`config.mk`:
```
export PLATFORM = sky130hd
export DESIGN_NAME = pixel_write_address_generator
export DESIGN_NICKNAME = d
export VERILOG_FILES = /design/src/pwag_pkg.sv /design/src/pwag_regs.sv /design/src/pixel_write_address_generator.sv
export VERILOG_INCLUDE_DIRS = /design/src /design/src/src
export SDC_FILE = /design/constraint.sdc
export NUM_CORES = 1
export LEC_CHECK = 0
export BUFFER_PORTS_ARGS = -buffer_cell sky130_fd_sc_hd__clkbuf_2
export CORE_MARGIN = 2
export CORE_UTILIZATION = 35
export CTS_CLUSTER_DIAMETER = 200
export DETAILED_ROUTE_END_ITERATION = 12
export PLACE_DENSITY_LB_ADDON = 0.08
export SYNTH_ARGS = -nofsm -noshare
export SYNTH_HDL_FRONTEND = slang
export SYNTH_HIERARCHICAL = 1
export SYNTH_SLANG_ARGS = --single-unit
```
`constraint.sdc`:
```
create_clock -name clk -period 14.2 [get_ports clk]
set_input_delay 2.13 -clock clk [delete_from_list [all_inputs] [get_ports clk]]
set_output_delay 2.13 -clock clk [all_outputs]
set_load 0.005 [all_outputs]
```
`src/assert_macros.svh`:
```
// ----------------------------------------------------------------------------
// assert_macros.svh
// Assertion macros used by the RTL of the pixel write address block
// ----------------------------------------------------------------------------
`ifndef ASSERT_MACROS_SVH
`define ASSERT_MACROS_SVH

// property that must hold at every clock edge outside reset
`define ASSERT_ALWAYS(label, clk, rst_n, prop) \
    label: assert property (@(posedge clk) disable iff (!rst_n) (prop)) \
        else $error("assertion failed");

// consequent must hold in the cycle after the antecedent
`define ASSERT_NEXT(label, clk, rst_n, ante, cons) \
    label: assert property (@(posedge clk) disable iff (!rst_n) (ante) |=> (cons)) \
        else $error("assertion failed");

`endif

```
`src/pwag_pkg.sv`:
```
// ----------------------------------------------------------------------------
// pwag_pkg
// Types and constants of the pixel write address generator
// ----------------------------------------------------------------------------
package pwag_pkg;

    // parameter defaults
    localparam int COORD_BITS_DEF  = 11;
    localparam int OFFSET_BITS_DEF = 24;

    // fixed field widths
    localparam int VALUE_BITS    = 24;
    localparam int WIDTH_BITS    = 12;
    localparam int BASE_BITS     = 8;
    localparam int NUM_BUFS      = 4;
    localparam int BUF_SEL_BITS  = 2;
    localparam int COUNT_BITS    = 32;
    localparam int FRAME_BITS    = 8;
    localparam int ADDR_BITS     = 32;
    localparam int DATA_BITS     = 32;
    localparam int OUT_TDATA_BITS = ADDR_BITS + DATA_BITS + COUNT_BITS;

    // configuration port
    localparam int APB_ADDR_BITS = 5;
    localparam int APB_DATA_BITS = 32;
    localparam int REG_IDX_BITS  = 3;

    // register indexes, byte address is 4 * index
    typedef enum logic [REG_IDX_BITS-1:0] {
        REG_BASE_HIGH_0   = 3'd0,
        REG_BASE_HIGH_1   = 3'd1,
        REG_BASE_HIGH_2   = 3'd2,
        REG_BASE_HIGH_3   = 3'd3,
        REG_ACTIVE_BUFFER = 3'd4,
        REG_IMAGE_WIDTH   = 3'd5,
        REG_FRAME_PIXELS  = 3'd6
    } reg_idx_t;

    // configuration handed from the register file to the datapath
    typedef struct packed {
        logic [NUM_BUFS-1:0][BASE_BITS-1:0] base_high;
        logic [BUF_SEL_BITS-1:0]            active_buffer;
        logic [WIDTH_BITS-1:0]              image_width;
        logic [COUNT_BITS-1:0]              frame_pixels;
    } pwag_cfg_t;

endpackage

```
`src/pwag_regs.sv`:
```
// ----------------------------------------------------------------------------
// pwag_regs
// APB register file holding the frame buffer bases, active buffer, width and frame total
// ----------------------------------------------------------------------------
module pwag_regs
(
    input  logic                                clk,
    input  logic                                rst_n,
    input  logic                                psel,
    input  logic                                penable,
    input  logic                                pwrite,
    input  logic [pwag_pkg::APB_ADDR_BITS-1:0]  paddr,
    input  logic [pwag_pkg::APB_DATA_BITS-1:0]  pwdata,
    output logic [pwag_pkg::APB_DATA_BITS-1:0]  prdata,
    output logic                                pready,
    output pwag_pkg::pwag_cfg_t                 cfg
);

    logic [pwag_pkg::NUM_BUFS-1:0][pwag_pkg::BASE_BITS-1:0] base_high_reg;
    logic [pwag_pkg::BUF_SEL_BITS-1:0]                      active_buffer_reg;
    logic [pwag_pkg::WIDTH_BITS-1:0]                        image_width_reg;
    logic [pwag_pkg::COUNT_BITS-1:0]                        frame_pixels_reg;
    pwag_pkg::reg_idx_t                                     reg_idx;
    logic                                                   wr_en;

    assign pready  = 1'b1;
    assign reg_idx = pwag_pkg::reg_idx_t'(paddr[pwag_pkg::APB_ADDR_BITS-1:2]);
    assign wr_en   = psel && penable && pwrite;

    // register writes, unknown indexes ignored
    always_ff @(posedge clk or negedge rst_n)
    begin
        if (!rst_n)
        begin
            base_high_reg     <= '0;
            active_buffer_reg <= '0;
            image_width_reg   <= '0;
            frame_pixels_reg  <= '0;
        end
        else if (wr_en)
        begin
            case (reg_idx)
                pwag_pkg::REG_BASE_HIGH_0:
                    base_high_reg[0] <= pwdata[pwag_pkg::BASE_BITS-1:0];
                pwag_pkg::REG_BASE_HIGH_1:
                    base_high_reg[1] <= pwdata[pwag_pkg::BASE_BITS-1:0];
                pwag_pkg::REG_BASE_HIGH_2:
                    base_high_reg[2] <= pwdata[pwag_pkg::BASE_BITS-1:0];
                pwag_pkg::REG_BASE_HIGH_3:
                    base_high_reg[3] <= pwdata[pwag_pkg::BASE_BITS-1:0];
                pwag_pkg::REG_ACTIVE_BUFFER:
                    active_buffer_reg <= pwdata[pwag_pkg::BUF_SEL_BITS-1:0];
                pwag_pkg::REG_IMAGE_WIDTH:
                    image_width_reg <= pwdata[pwag_pkg::WIDTH_BITS-1:0];
                pwag_pkg::REG_FRAME_PIXELS:
                    frame_pixels_reg <= pwdata[pwag_pkg::COUNT_BITS-1:0];
                default:
                    ;
            endcase
        end
    end

    // read back
    always_comb
    begin
        prdata = '0;
        case (reg_idx)
            pwag_pkg::REG_BASE_HIGH_0:
                prdata = pwag_pkg::APB_DATA_BITS'(base_high_reg[0]);
            pwag_pkg::REG_BASE_HIGH_1:
                prdata = pwag_pkg::APB_DATA_BITS'(base_high_reg[1]);
            pwag_pkg::REG_BASE_HIGH_2:
                prdata = pwag_pkg::APB_DATA_BITS'(base_high_reg[2]);
            pwag_pkg::REG_BASE_HIGH_3:
                prdata = pwag_pkg::APB_DATA_BITS'(base_high_reg[3]);
            pwag_pkg::REG_ACTIVE_BUFFER:
                prdata = pwag_pkg::APB_DATA_BITS'(active_buffer_reg);
            pwag_pkg::REG_IMAGE_WIDTH:
                prdata = pwag_pkg::APB_DATA_BITS'(image_width_reg);
            pwag_pkg::REG_FRAME_PIXELS:
                prdata = pwag_pkg::APB_DATA_BITS'(frame_pixels_reg);
            default:
                prdata = '0;
        endcase
    end

    // configuration bundle
    assign cfg.base_high     = base_high_reg;
    assign cfg.active_buffer = active_buffer_reg;
    assign cfg.image_width   = image_width_reg;
    assign cfg.frame_pixels  = frame_pixels_reg;

endmodule

```
`src/pixel_write_address_generator.sv`:
```
// ----------------------------------------------------------------------------
// pixel_write_address_generator
// Turns a pixel stream into memory writes with frame and pixel counting
// ----------------------------------------------------------------------------
// One memory write leaves for every pixel item, one item per clock sustained
// while the output does not stall. An item passes an input register and then
// a result register, and its write is offered from the result register; the
// row * width multiply-add and the write count update sit between those two
// registers. A stalled output holds its write while the input register still
// takes the next pixel, and the block stops taking pixels only when both
// registers are full.
// ----------------------------------------------------------------------------
`include "assert_macros.svh"

module pixel_write_address_generator
#(
    parameter int COORD_BITS  = pwag_pkg::COORD_BITS_DEF,
    parameter int OFFSET_BITS = pwag_pkg::OFFSET_BITS_DEF
)
(
    input  logic                                        clk,
    input  logic                                        rst_n,
    // pixel items
    input  logic                                        s_tvalid,
    output logic                                        s_tready,
    // pixel_row, pixel_col, pixel_value, zero fill
    input  logic [((2*COORD_BITS+pwag_pkg::VALUE_BITS+7)/8)*8-1:0] s_tdata,
    // image_start
    input  logic                                        s_tuser,
    // write items
    output logic                                        m_tvalid,
    input  logic                                        m_tready,
    // write_address, write_data, pixels_done
    output logic [pwag_pkg::OUT_TDATA_BITS-1:0]         m_tdata,
    // frame_done
    output logic                                        m_tuser,
    // configuration
    input  logic                                        psel,
    input  logic                                        penable,
    input  logic                                        pwrite,
    input  logic [pwag_pkg::APB_ADDR_BITS-1:0]          paddr,
    input  logic [pwag_pkg::APB_DATA_BITS-1:0]          pwdata,
    output logic [pwag_pkg::APB_DATA_BITS-1:0]          prdata,
    output logic                                        pready
);

    localparam int ROW_LO  = 0;
    localparam int COL_LO  = COORD_BITS;
    localparam int VAL_LO  = 2 * COORD_BITS;
    localparam int PROD_W  = COORD_BITS + pwag_pkg::WIDTH_BITS;
    localparam int SUM_W   = PROD_W + 1;
    localparam int SHIFT_W = SUM_W + 2;
    localparam int WIDE_A  = (SHIFT_W > OFFSET_BITS + pwag_pkg::BASE_BITS) ?
                             SHIFT_W : OFFSET_BITS + pwag_pkg::BASE_BITS;
    localparam int WIDE_W  = (WIDE_A > pwag_pkg::ADDR_BITS) ? WIDE_A : pwag_pkg::ADDR_BITS;
    localparam logic [WIDE_W-1:0] OFF_MASK = (WIDE_W'(1) << OFFSET_BITS) - WIDE_W'(1);

    pwag_pkg::pwag_cfg_t                    cfg;

    logic                                   s1_valid_reg, s1_valid_next;
    logic                                   s1_start_reg;
    logic [COORD_BITS-1:0]                  s1_row_reg;
    logic [COORD_BITS-1:0]                  s1_col_reg;
    logic [pwag_pkg::VALUE_BITS-1:0]        s1_value_reg;

    logic                                   out_valid_reg, out_valid_next;
    logic [pwag_pkg::ADDR_BITS-1:0]         out_addr_reg;
    logic [pwag_pkg::DATA_BITS-1:0]         out_data_reg;
    logic [pwag_pkg::COUNT_BITS-1:0]        out_count_reg;
    logic                                   out_done_reg;

    logic [pwag_pkg::COUNT_BITS-1:0]        write_count_reg, write_count_next;
    logic [pwag_pkg::FRAME_BITS-1:0]        frame_count_reg, frame_count_next;

    logic                                   out_free;
    logic                                   s1_adv;
    logic                                   in_acc;
    logic [PROD_W-1:0]                      prod;
    logic [SUM_W-1:0]                       sum;
    logic [WIDE_W-1:0]                      offset_wide;
    logic [WIDE_W-1:0]                      addr_wide;
    logic [pwag_pkg::COUNT_BITS-1:0]        cnt_base;
    logic [pwag_pkg::COUNT_BITS-1:0]        cnt_inc;
    logic                                   cnt_done;

    // configuration registers
    pwag_regs u_regs
    (
        .clk     (clk),
        .rst_n   (rst_n),
        .psel    (psel),
        .penable (penable),
        .pwrite  (pwrite),
        .paddr   (paddr),
        .pwdata  (pwdata),
        .prdata  (prdata),
        .pready  (pready),
        .cfg     (cfg)
    );

    // handshake
    assign out_free = !out_valid_reg || m_tready;
    assign s1_adv   = s1_valid_reg && out_free;
    assign s_tready = !s1_valid_reg || out_free;
    assign in_acc   = s_tvalid && s_tready;

    // byte offset of the pixel within the frame buffer
    assign prod        = PROD_W'(s1_row_reg) * PROD_W'(cfg.image_width);
    assign sum         = SUM_W'(prod) + SUM_W'(s1_col_reg);
    assign offset_wide = WIDE_W'({sum, 2'b00}) & OFF_MASK;
    assign addr_wide   = (WIDE_W'(cfg.base_high[cfg.active_buffer]) << OFFSET_BITS)
                         | offset_wide;

    // write count, cleared by image start before the increment
    assign cnt_base = s1_start_reg ? '0 : write_count_reg;
    assign cnt_inc  = cnt_base + pwag_pkg::COUNT_BITS'(1);
    assign cnt_done = (cnt_inc == cfg.frame_pixels);

    // next state
    always_comb
    begin
        s1_valid_next    = s1_valid_reg;
        out_valid_next   = out_valid_reg;
        write_count_next = write_count_reg;
        frame_count_next = frame_count_reg;
        if (in_acc)
        begin
            s1_valid_next = 1'b1;
        end
        else if (s1_adv)
        begin
            s1_valid_next = 1'b0;
        end
        if (s1_adv)
        begin
            out_valid_next   = 1'b1;
            write_count_next = cnt_inc;
            if (cnt_done)
            begin
                frame_count_next = frame_count_reg + pwag_pkg::FRAME_BITS'(1);
            end
        end
        else if (m_tready)
        begin
            out_valid_next = 1'b0;
        end
    end

    // control state
    always_ff @(posedge clk or negedge rst_n)
    begin
        if (!rst_n)
        begin
            s1_valid_reg    <= 1'b0;
            out_valid_reg   <= 1'b0;
            write_count_reg <= '0;
            frame_count_reg <= '0;
        end
        else
        begin
            s1_valid_reg    <= s1_valid_next;
            out_valid_reg   <= out_valid_next;
            write_count_reg <= write_count_next;
            frame_count_reg <= frame_count_next;
        end
    end

    // input register
    always_ff @(posedge clk)
    begin
        if (in_acc)
        begin
            s1_start_reg <= s_tuser;
            s1_row_reg   <= s_tdata[ROW_LO +: COORD_BITS];
            s1_col_reg   <= s_tdata[COL_LO +: COORD_BITS];
            s1_value_reg <= s_tdata[VAL_LO +: pwag_pkg::VALUE_BITS];
        end
    end

    // result register
    always_ff @(posedge clk)
    begin
        if (s1_adv)
        begin
            out_addr_reg  <= addr_wide[pwag_pkg::ADDR_BITS-1:0];
            out_data_reg  <= {frame_count_reg, s1_value_reg};
            out_count_reg <= cnt_inc;
            out_done_reg  <= cnt_done;
        end
    end

    assign m_tvalid = out_valid_reg;
    assign m_tdata  = {out_count_reg, out_data_reg, out_addr_reg};
    assign m_tuser  = out_done_reg;

    // checks
    `ASSERT_NEXT(a_count_step, clk, rst_n, s1_adv && !s1_start_reg,
                 write_count_reg == $past(write_count_reg) + 32'd1)
    `ASSERT_NEXT(a_count_restart, clk, rst_n, s1_adv && s1_start_reg,
                 write_count_reg == 32'd1)
    `ASSERT_NEXT(a_frame_hold, clk, rst_n, !(s1_adv && cnt_done),
                 $stable(frame_count_reg))
    `ASSERT_ALWAYS(a_stall_full, clk, rst_n,
                   !s_tready |-> (s1_valid_reg && out_valid_reg && !m_tready))

endmodule

```
==> results.sh, run 1 <==
export IMPL_status="complete, no violations"
export IMPL_htreeDepth=2
export IMPL_syn_area_sq_mm=0.0162
export IMPL_synthCells=1423
export IMPL_cts_tree="yes"
export IMPL_drtIter0Drc=656
export IMPL_ios=225
export IMPL_ys_flop_type="edfxtp_1"
export IMPL_yosysWarnings=6
export IMPL_internal_power_mw=2.22
export IMPL_path_class="reg2reg"
export IMPL_drive_above_1_share_pct=24.2
export IMPL_final_antenna_net_count=0
export IMPL_cts_sinks=262
export IMPL_hold_slack_ns=0.414
export IMPL_max_freq_ghz=0.157
export IMPL_worstSetupEndpointType="flop"
export IMPL_clock_latency_ns=0.55
export IMPL_dp_final_hpwl_mm=31.9
export IMPL_drt_wirelength_per_cell_um=19.5
export IMPL_setup_violations=0
export IMPL_synth_edf_count=142
export IMPL_grt_pass1_vias=11400
export IMPL_totalWireLength_mm=43.8
export IMPL_globalRouteTotalUtil_pct=18.6
export IMPL_crit_arrival_ns=6.68
export IMPL_path_clk_slew_ns=0.06
export IMPL_syn_to_final_growth_pct=17.2
export IMPL_min_period_ns=6.38
export IMPL_hold_class="reg2reg"
export IMPL_ctsResizeCount=0
export IMPL_drc=0
export IMPL_ir_worst_vdd_mv=0.148
export IMPL_viasPerCell=4.96
export IMPL_rows=78
export IMPL_via_count=11200
export IMPL_grt_max_degree=62
export IMPL_grt_pass1_wl_mm=67.8
export IMPL_grt_remaining_overflow=0
export IMPL_pwr_share_comb_pct=43.9
export IMPL_portBuffers=217
export IMPL_synth_async_reset_ratio_pct=45.8
export IMPL_die_area_sq_mm=0.0480
export IMPL_p_switching_mw=1.32
export IMPL_worstMarginPinSlew_ns=1.06
export IMPL_cts_buffers=35
export IMPL_crit_path_start_kind="flop"
export IMPL_die_w_um=219
export IMPL_antenna_cells=0
export IMPL_ctsHoldBuffers=0
export IMPL_fin_skew_ns=0.0146
export IMPL_cts_root_buf="clkbuf_16"
export IMPL_pwr_share_seq_pct=31.1
export IMPL_finalWeightedCongestion=0.865
export IMPL_p_per_area_mw_per_mm2=186
export IMPL_ys_ff_latch=262
export IMPL_stdcell_area_sq_mm=0.0190
export IMPL_post_cts_buffers=0
export IMPL_cap_violations=0
export IMPL_place_area_sq_mm=0.0178
export IMPL_rsz0062_at_grt="no"
export IMPL_finalSetupTns_ns=0
export IMPL_period_share_pct=44.9
export IMPL_syn_area_per_cell_sq_um=11.4
export IMPL_path_max_fanout=13
export IMPL_ys_seq_area_share_pct=44.9
export IMPL_firstDrtPassIters=5
export IMPL_p_sw_share_pct=37.3
export IMPL_p_leak_nw=8.67
export IMPL_relSlewSlack_pct=29.4
export IMPL_final_max_slew_viol_count=0
export IMPL_dieHeight_um=219
export IMPL_nNetsFinal=1873
export IMPL_p_clk_share_pct=25.1
export IMPL_synth_cell_types=84
export IMPL_start_util_pct=35.6
export IMPL_antenna_found_initial=1
export IMPL_critPathRequiredTime_ns=14.50
export IMPL_coreArea_sq_mm=0.0455
export IMPL_final_hold_viol_count=0
export IMPL_cts_buffer_depth=3
export IMPL_layout_common_cells="clkbuf_2 (216), nand2_1 (183), inv_1 (169), edfxtp_1 (142), dfrtp_1 (120)"
export IMPL_mostFrequentLayoutCell="clkbuf_2"
## cells by family (layout without fill, tap and decap cells)
group / Yosys count / after routing / synth area share [%]
adders and majority gates: 160 / 160 / 17.0
muxes: 107 / 107 / 8.11
xor gates and xnor gates: 74 / 74 / 4.23
other: 2 / 3 / 0.0464
buffers and inverters: 240 / 463 / 5.93
DFF: 262 / 262 / 44.9
AOI/OAI and AO/OA: 103 / 103 / 4.51
and+or+nand+nor: 475 / 475 / 15.3
## final timing paths
path,from,end,slack [ns],cells after the start
worst max-delay path,u_regs/image_width_reg[3],out_addr_reg[22],7.82,19
worst min-delay path,s1_value_reg[0],out_data_reg[0],0.41,0
worst max register to register,u_regs/image_width_reg[3],out_addr_reg[22],7.82,19
worst min register to register,s1_value_reg[0],out_data_reg[0],0.41,0
max in group asynchronous,rst_n,u_regs/image_width_reg[9],11.18,2
min in group asynchronous,rst_n,u_regs/frame_pixels_reg[18],1.66,1
## layer usage
| metal | vias up | GRT usage, % | wire length (um) |
|---|---|---|---|
| met2 | 257 | 28.6 | 19700 |
| met3 | 54 | 3.20 | 2100 |
| met4 | 0 | 5.41 | 969 |
| met5 | - | 0 | 0 |
| met1 | 5618 | 27.0 | 21000 |
| li1 | 5225 | - | - |
## critical path, stage by stage (launching register included)
cell	delay, ns
dfrtp_1	0.73
nand2_1	0.16
fa_1	0.52
fa_1	0.52
inv_1	0.04
ha_1	0.31
fa_1	0.53
inv_1	0.05
fa_1	0.52
inv_1	0.04
ha_1	0.37
nand3_1	0.10
o211ai_1	0.12
o41ai_1	0.73
o2111ai_1	0.27
a31oi_1	0.34
nor2b_1	0.09
o21a_1	0.19
o41a_1	0.33
xor2_1	0.15
## per-stage QoR
step	utilization (%)	total power [mW]	std cells	setup slack (ns)
global placement	39.2	2.68	2183	7.76
finish	41.7	3.54	2247	7.82
floorplan	-	2.26	1424	8.18
CTS	41.7	3.61	2247	7.74
detailed placement	39.2	2.68	2183	7.73
global route	41.7	3.85	2247	7.45
## synth_stat cells, drive strengths merged (16+ instances only)
master / instances / area [sq um]
o21ai: 24 / 120
xnor2: 48 / 428
nand4: 23 / 150
inv: 170 / 638
and3: 25 / 156
ha: 61 / 763
edfxtp: 142 / 4260
nor4: 16 / 100
dfrtp: 120 / 3000
nand3: 29 / 145
xor2: 24 / 210
nand2: 183 / 687
and2: 52 / 325
buf: 24 / 146
clkbuf: 45 / 171
nor2: 51 / 196
nor2b: 24 / 150
fa: 99 / 1980
mux2: 81 / 916
nor3: 17 / 90.1
## power groups by stage
stage                     clock network [mW]  logic, mW  registers [mW]
final                                  0.886       1.55            1.10
after detailed placement                   0       1.57            1.12
after global routing                   0.952       1.79            1.12
after floorplan                            0       1.20            1.06
after CTS                              0.920       1.58            1.10
after global placement                     0       1.57            1.11
## layout make-up
cell class | count | area, sq um
Fill cell | 4490 | 26500
Clock buffer | 44 | 960
Clock inverter | 20 | 204
Inverter | 171 | 644
Sequential cell | 262 | 7270
Tap cell | 600 | 751
Timing Repair Buffer | 228 | 1170
Multi-Input combinational cell | 922 | 7980
No activity file was read; power rests on OpenSTA's default activity.
==> run 2, diff against run 1 <==
- clock period: 14.2 -> 5.75 ns (I/O delays scaled with it)
==> run 2 against run 1 <==
Against the previous run: worst setup slack lost 7.7 ns; clock-buffer cell count grew 9; fmax grew 14%; sequential power grew 140%; wire length grew 0.38%; critical path type unchanged; die area is the same; worst hold slack lost 0.17 ns.
==> results.sh, run 2 (synthesis results as in run 1) <==
export IMPL_critPathMostFrequentCell="fa_1"
export IMPL_grt_remaining_overflow=0
export IMPL_ctsHoldBuffers=0
export IMPL_p_leak_nw=8.90
export IMPL_final_hold_viol_count=0
export IMPL_fin_skew_ns=0.0166
export IMPL_grt_pass1_vias=11300
export IMPL_crit_path_start_kind="flop"
export IMPL_antenna_found_initial=0
export IMPL_portBuffers=217
export IMPL_drtIter0Drc=700
export IMPL_start_util_pct=35.6
export IMPL_rr_startpoint="u_regs/image_width_reg[3]"
export IMPL_die_w_um=219
export IMPL_fin_cells=2291
export IMPL_final_antenna_net_count=0
export IMPL_final_max_slew_viol_count=0
export IMPL_worstMarginPinSlew_ns=1.22
export IMPL_critPathRequiredTime_ns=6.05
export IMPL_rsz0062_at_grt="yes"
export IMPL_crit_chain="nand2_1, fa_1, fa_1, inv_1, ha_1, fa_1, inv_1, fa_1, inv_1, ha_4, nand3_1, o211ai_1, o41ai_4, buf_4, o2111ai_1, a31oi_1, nor2b_1, o21a_1, o41a_1, xor2_1"
export IMPL_regToRegEndpoint="out_addr_reg[22]"
export IMPL_ios=225
export IMPL_max_freq_ghz=0.179
export IMPL_max_stage_delay_ns=0.53
export IMPL_coreArea_sq_mm=0.0455
export IMPL_finalWeightedCongestion=0.855
export IMPL_drt_wirelength_per_cell_um=19.2
export IMPL_path_clk_slew_ns=0.06
export IMPL_path_buf_inv=4
export IMPL_cts_buffer_depth=3
export IMPL_finalSetupTns_ns=0
export IMPL_hold_class="in2async"
export IMPL_cts_tree="yes"
export IMPL_pre_cts_ws_ns=-0.127
export IMPL_grt_pass1_wl_mm=67.6
export IMPL_drc=0
export IMPL_die_area_sq_mm=0.0480
export IMPL_htreeDepth=2
export IMPL_cts_sinks=262
export IMPL_setup_ws_ns=0.159
export IMPL_path_max_fanout=7
export IMPL_n_fill_cell=4459
export IMPL_cap_violations=0
export IMPL_nNetsFinal=1916
export IMPL_ir_worst_vdd_mv=0.440
export IMPL_totalPowerFinal_mw=9.12
export IMPL_totalWireLength_mm=44.0
export IMPL_firstDrtPassIters=5
export IMPL_dp_final_hpwl_mm=32.6
export IMPL_mostFrequentLayoutCell="clkbuf_2"
export IMPL_min_period_ns=5.59
export IMPL_clock_latency_ns=0.55
export IMPL_cts_buffers=35
export IMPL_setup_violations=0
export IMPL_path_class="reg2reg"
export IMPL_grt_max_degree=58
export IMPL_status="complete, no violations"
export IMPL_globalRouteTotalUtil_pct=18.7
export IMPL_rows=78
export IMPL_dieHeight_um=219
export IMPL_ff2ff_setup_slack_ns=0.16
export IMPL_worstSetupEndpointType="flop"
export IMPL_relSlewSlack_pct=18.2
export IMPL_syn_to_final_growth_pct=19.9
export IMPL_layout_common_cells="clkbuf_2 (216), nand2_1 (182), inv_1 (169), edfxtp_1 (142), dfrtp_1 (113)"
export IMPL_crit_arrival_ns=5.89
export IMPL_worst_r2r_cell_count=20
export IMPL_via_count=11200
export IMPL_placed_cells=2210
export IMPL_cts_root_buf="clkbuf_16"
export IMPL_drive_above_1_share_pct=26.9
export IMPL_hold_slack_ns=0.248
export IMPL_crit_path_top_delay_cell="fa_1"
export IMPL_viasPerCell=4.88
export IMPL_crit_family="adder cells"
export IMPL_p_per_area_mw_per_mm2=470
export IMPL_period_share_pct=97.2
-- run 2: worst max-delay path by stage --
stage,from,slack (ns),to,cells past startpoint
after floorplan,u_regs/image_width_reg[3],0.21,out_addr_reg[22],20
after global placement,u_regs/image_width_reg[3],-0.13,out_addr_reg[22],20
after detailed placement,u_regs/image_width_reg[3],-0.13,out_addr_reg[22],20
after CTS,u_regs/image_width_reg[3],0.009,out_addr_reg[22],20
after global routing,u_regs/image_width_reg[3],-0.06,out_addr_reg[22],20
final,u_regs/image_width_reg[3],0.16,out_addr_reg[22],20
-- run 2: per-layer routing --
layer | part of all wire, % | up-vias | GRT usage (%) | routed length (um)
li1 | - | 5314 | - | -
met1 | 49 | 5604 | 27.5 | 21700
met2 | 44 | 215 | 28.6 | 19600
met3 | 4.8 | 43 | 3.58 | 2090
met4 | 1.6 | 0 | 3.81 | 682
met5 | 0 | - | 0 | 0
-- run 2: what timing repair did --
item                                   4_1_cts  5_1_grt
endpoints found under the hold margin        0        0
setup endpoints to repair                    3        3
buffers inserted                             2       14
pin swaps                                    0        3
resized for setup                            3       19
-- run 2: power breakdown --
part	total, mW	internal (mW)	switching, mW	leakage, nW
Clock	2.18	1.30	0.883	0.558
Sequential	2.67	2.44	0.226	2.94
Combinational	4.28	2.02	2.26	5.40
-- run 2: cell type report --
cell class	count	area (sq um)	share of cell area, %
clock inverters	11	139	0.716
inverters	171	644	3.32
multi-input cells	922	8080	41.6
clock buffers	53	1030	5.29
diodes	1	2.50	0.0129
repair buffers	271	1490	7.70
flip-flops and latches	262	7280	37.5
well taps	600	751	3.87
-- run 2: worst reg2reg max path, cell delays in order (launching register included) --
cell and delay, ns:
dfrtp_2 0.45, nand2_1 0.10, fa_1 0.50, fa_1 0.52, inv_1 0.04, ha_1 0.30
fa_1 0.53, inv_1 0.05, fa_1 0.52, inv_1 0.07, ha_4 0.26, nand3_1 0.07
o211ai_1 0.17, o41ai_4 0.43, buf_4 0.18, o2111ai_1 0.15, a31oi_1 0.27, nor2b_1 0.07
o21a_1 0.19, o41a_1 0.32, xor2_1 0.14
-- run 2: through the flow --
step	utilization [%]	cell area, sq um
2_1_floorplan	-	16200
3_3_place_gp	39.6	18000
3_5_place_dp	39.6	18000
4_1_cts	42.2	19200
5_1_grt	42.7	19400
6_report	42.7	19400
==> run 3, diff against run 2 <==
- CORE_ASPECT_RATIO: not set -> 1.75
- CTS_CLUSTER_DIAMETER: 200 -> not set
- SYNTH_HIERARCHICAL: 1 -> not set
==> run 3 against run 2 <==
Against the previous run: clock-buffer cell count shrank 21; total power grew 1.5%; cell count grew 3.1%; first-iteration DRC count shrank 17%; critical endpoint is now out_addr_reg[20]; sequential share of layout area shrank 0.38 points; worst hold slack gained 0.10 ns; utilization shrank 0.77 points; global-route usage grew 1.7 points; critical path depth shrank 3; synthesized cell count grew 5.8%.
==> results.sh, run 3 <==
export IMPL_cap_violations=0
export IMPL_grt_remaining_overflow=0
export IMPL_finalSetupTns_ns=0
export IMPL_nNetsFinal=2006
export IMPL_cts_sinks=262
export IMPL_yosysTopAreaCell="edfxtp_1"
export IMPL_fin_skew_ns=0.0118
export IMPL_drtIter0Drc=583
export IMPL_crit_path_start_kind="flop"
export IMPL_globalRouteMet1Util_pct=20.5
export IMPL_htreeDepth=1
export IMPL_fin_util_pct=41.9
export IMPL_hold_class="in2async"
export IMPL_p_leak_nw=9.10
export IMPL_syn_to_final_growth_pct=18.4
export IMPL_drive_above_1_share_pct=25.6
export IMPL_relSlewSlack_pct=18.9
export IMPL_final_max_slew_viol_count=0
export IMPL_drt_wirelength_per_cell_um=20.9
export IMPL_dieHeight_um=292
export IMPL_path_max_fanout=8
export IMPL_coreArea_sq_mm=0.0468
export IMPL_yosysWarnings=0
export IMPL_worst_r2r_cell_count=17
export IMPL_globalRouteMet2Util_pct=41.1
export IMPL_cts_tree="yes"
export IMPL_cts_root_buf="clkbuf_16"
export IMPL_totalWireLength_mm=49.3
export IMPL_die_w_um=168
export IMPL_dp_final_hpwl_mm=39.2
export IMPL_p_per_area_mw_per_mm2=472
export IMPL_use_met3_pct=2.48
export IMPL_die_area_sq_mm=0.0491
export IMPL_final_hold_viol_count=0
export IMPL_max_freq_ghz=0.180
export IMPL_setup_violations=0
export IMPL_setup_ws_ns=0.203
export IMPL_portBuffers=217
export IMPL_synth_top_area_share_pct=25.8
export IMPL_syn_area_sq_mm=0.0165
export IMPL_rows=105
export IMPL_worstMarginPinSlew_ns=1.19
export IMPL_ys_ff_latch=262
export IMPL_path_class="reg2reg"
export IMPL_totalPowerFinal_mw=9.26
export IMPL_viasPerCell=5.07
export IMPL_firstDrtPassIters=5
export IMPL_rsz0062_at_grt="no"
export IMPL_finalWeightedCongestion=0.913
export IMPL_ctsHoldBuffers=0
export IMPL_place_area_sq_mm=0.0186
export IMPL_drc=0
export IMPL_grt_pass1_vias=12700
export IMPL_busiest_layer="met2"
export IMPL_syn_area_per_cell_sq_um=11.0
export IMPL_pre_cts_ws_ns=-0.170
export IMPL_synth_most_common_cell="nand2_1"
export IMPL_crit_arrival_ns=5.99
export IMPL_start_util_pct=35.4
export IMPL_stdcell_area_sq_mm=0.0196
export IMPL_synth_cell_types=76
export IMPL_worstSetupEndpointType="flop"
export IMPL_grt_max_degree=65
export IMPL_clock_latency_ns=0.58
export IMPL_ios=225
export IMPL_synth_async_reset_ratio_pct=45.8
export IMPL_status="complete, no violations"
export IMPL_synth_area_leaders="edfxtp_1 (26%), dfrtp_1 (18%), fa_1 (12%)"
export IMPL_globalRouteTotalUtil_pct=20.3
export IMPL_ys_flop_type="edfxtp_1"
export IMPL_synthCells=1506
export IMPL_synth_edf_count=142
export IMPL_period_share_pct=96.5
export IMPL_ir_worst_vdd_mv=0.727
export IMPL_layout_common_cells="clkbuf_2 (216), nand2_1 (182), inv_1 (176), edfxtp_1 (142), dfrtp_1 (115)"
export IMPL_min_period_ns=5.55
export IMPL_final_antenna_net_count=0
export IMPL_grt_pass1_wl_mm=75.6
export IMPL_ys_seq_area_share_pct=43.9
export IMPL_path_clk_slew_ns=0.07
export IMPL_synth_commonest_cells="nand2_1 (183), inv_1 (178), edfxtp_1 (142), dfrtp_1 (120), fa_1 (99)"
export IMPL_cts_buffers=28
export IMPL_cts_buffer_depth=3
export IMPL_mostFrequentLayoutCell="clkbuf_2"
export IMPL_via_count=12000
export IMPL_antenna_found_initial=4
export IMPL_critPathRequiredTime_ns=6.19
==> run 3: changes by cell type in the layout (fill, tap and decap cells not counted), moves of 8 or more <==
cell      before  now
nor2_1        47   71
o21ai_0       23   36
clkbuf_1      12    1
xnor2_1       47   37
buf_4         55   70
a21oi_1        9   30
o21a_1        12    1
nor2b_1       24   33
nand3_1       29   21
and3_1        25   39
==> run 3: logic make-up after synthesis <==
family / Yosys count / share of synthesized area, %
AO/OA/AOI/OAI: 136 / 5.45
XOR/XNOR: 69 / 4.21
adder cells (fa/ha/maj): 160 / 16.6
buffers and inverters: 250 / 5.84
flip-flops: 262 / 43.9
multiplexers: 102 / 7.40
other: 2 / 0.0454
AND/OR/NAND/NOR: 525 / 16.6
==> run 3: what timing repair did <==
action                                 in CTS  in global routing
setup buffers                               0                  5
endpoints found under the hold margin       0                  0
pin swaps                                   0                  4
resized for setup                           2                 15
setup endpoints to repair                   4                  7
==> run 3: worst max-delay path: stages (launching register included) <==
cell and delay (ns):
dfrtp_1 0.39, buf_4 0.18, buf_4 0.16, and2_1 0.17, fa_1 0.55, fa_1 0.46, fa_1 0.53, fa_1 0.56
inv_1 0.06, fa_1 0.54, inv_1 0.05, ha_1 0.34, buf_4 0.16, o21ai_1 0.08, o31ai_2 0.12, o31a_1 0.34
or4b_2 0.61, nand3_1 0.11
==> run 3: final cells by class <==
class	count	area, sq um
antenna	1	2.50
clock buffer	32	768
clock inverter	19	141
fill	4613	27200
inverter	178	671
multi-input combinational	995	8380
sequential	262	7270
tap	588	736
timing repair buffer	288	1630
==> run 3: path summary, 6_finish.rpt <==
check	startpoint	end	slack, ns
max	u_regs.image_width_reg[5]	out_addr_reg[20]	0.20
min	rst_n	u_regs.frame_pixels_reg[17]	0.35
max reg2reg	u_regs.image_width_reg[5]	out_addr_reg[20]	0.20
min reg2reg	s1_value_reg[13]	out_data_reg[13]	0.42
max in group asynchronous	rst_n	u_regs.image_width_reg[2]	3.96
min in group clk	s1_value_reg[13]	out_data_reg[13]	0.42
==> run 3: power by group <==
group          switching, mW  leakage, nW  internal (mW)  total, mW
Combinational           2.49         5.74           2.26       4.75
Sequential             0.240         2.92           2.45       2.69
Clock                  0.812        0.434           1.01       1.82
Total                   3.54         9.10           5.72       9.26
==> run 3: routing by layer <==
| metal | routed length (um) | share of wire [%] | up-vias |
|---|---|---|---|
| met4 | 1940 | 3.9 | 6 |
| met5 | 41 | 0.083 | - |
| li1 | - | - | 5625 |
| met1 | 16700 | 34 | 6004 |
| met2 | 29000 | 59 | 264 |
| met3 | 1600 | 3.2 | 81 |
==> run 3: stage by stage <==
step                hold WS (ns)  instances
floorplan                  0.400       1507
global placement           0.400       2306
detailed placement         0.405       2306
CTS                        0.378       2357
global route               0.422       2363
finish                     0.349       2363
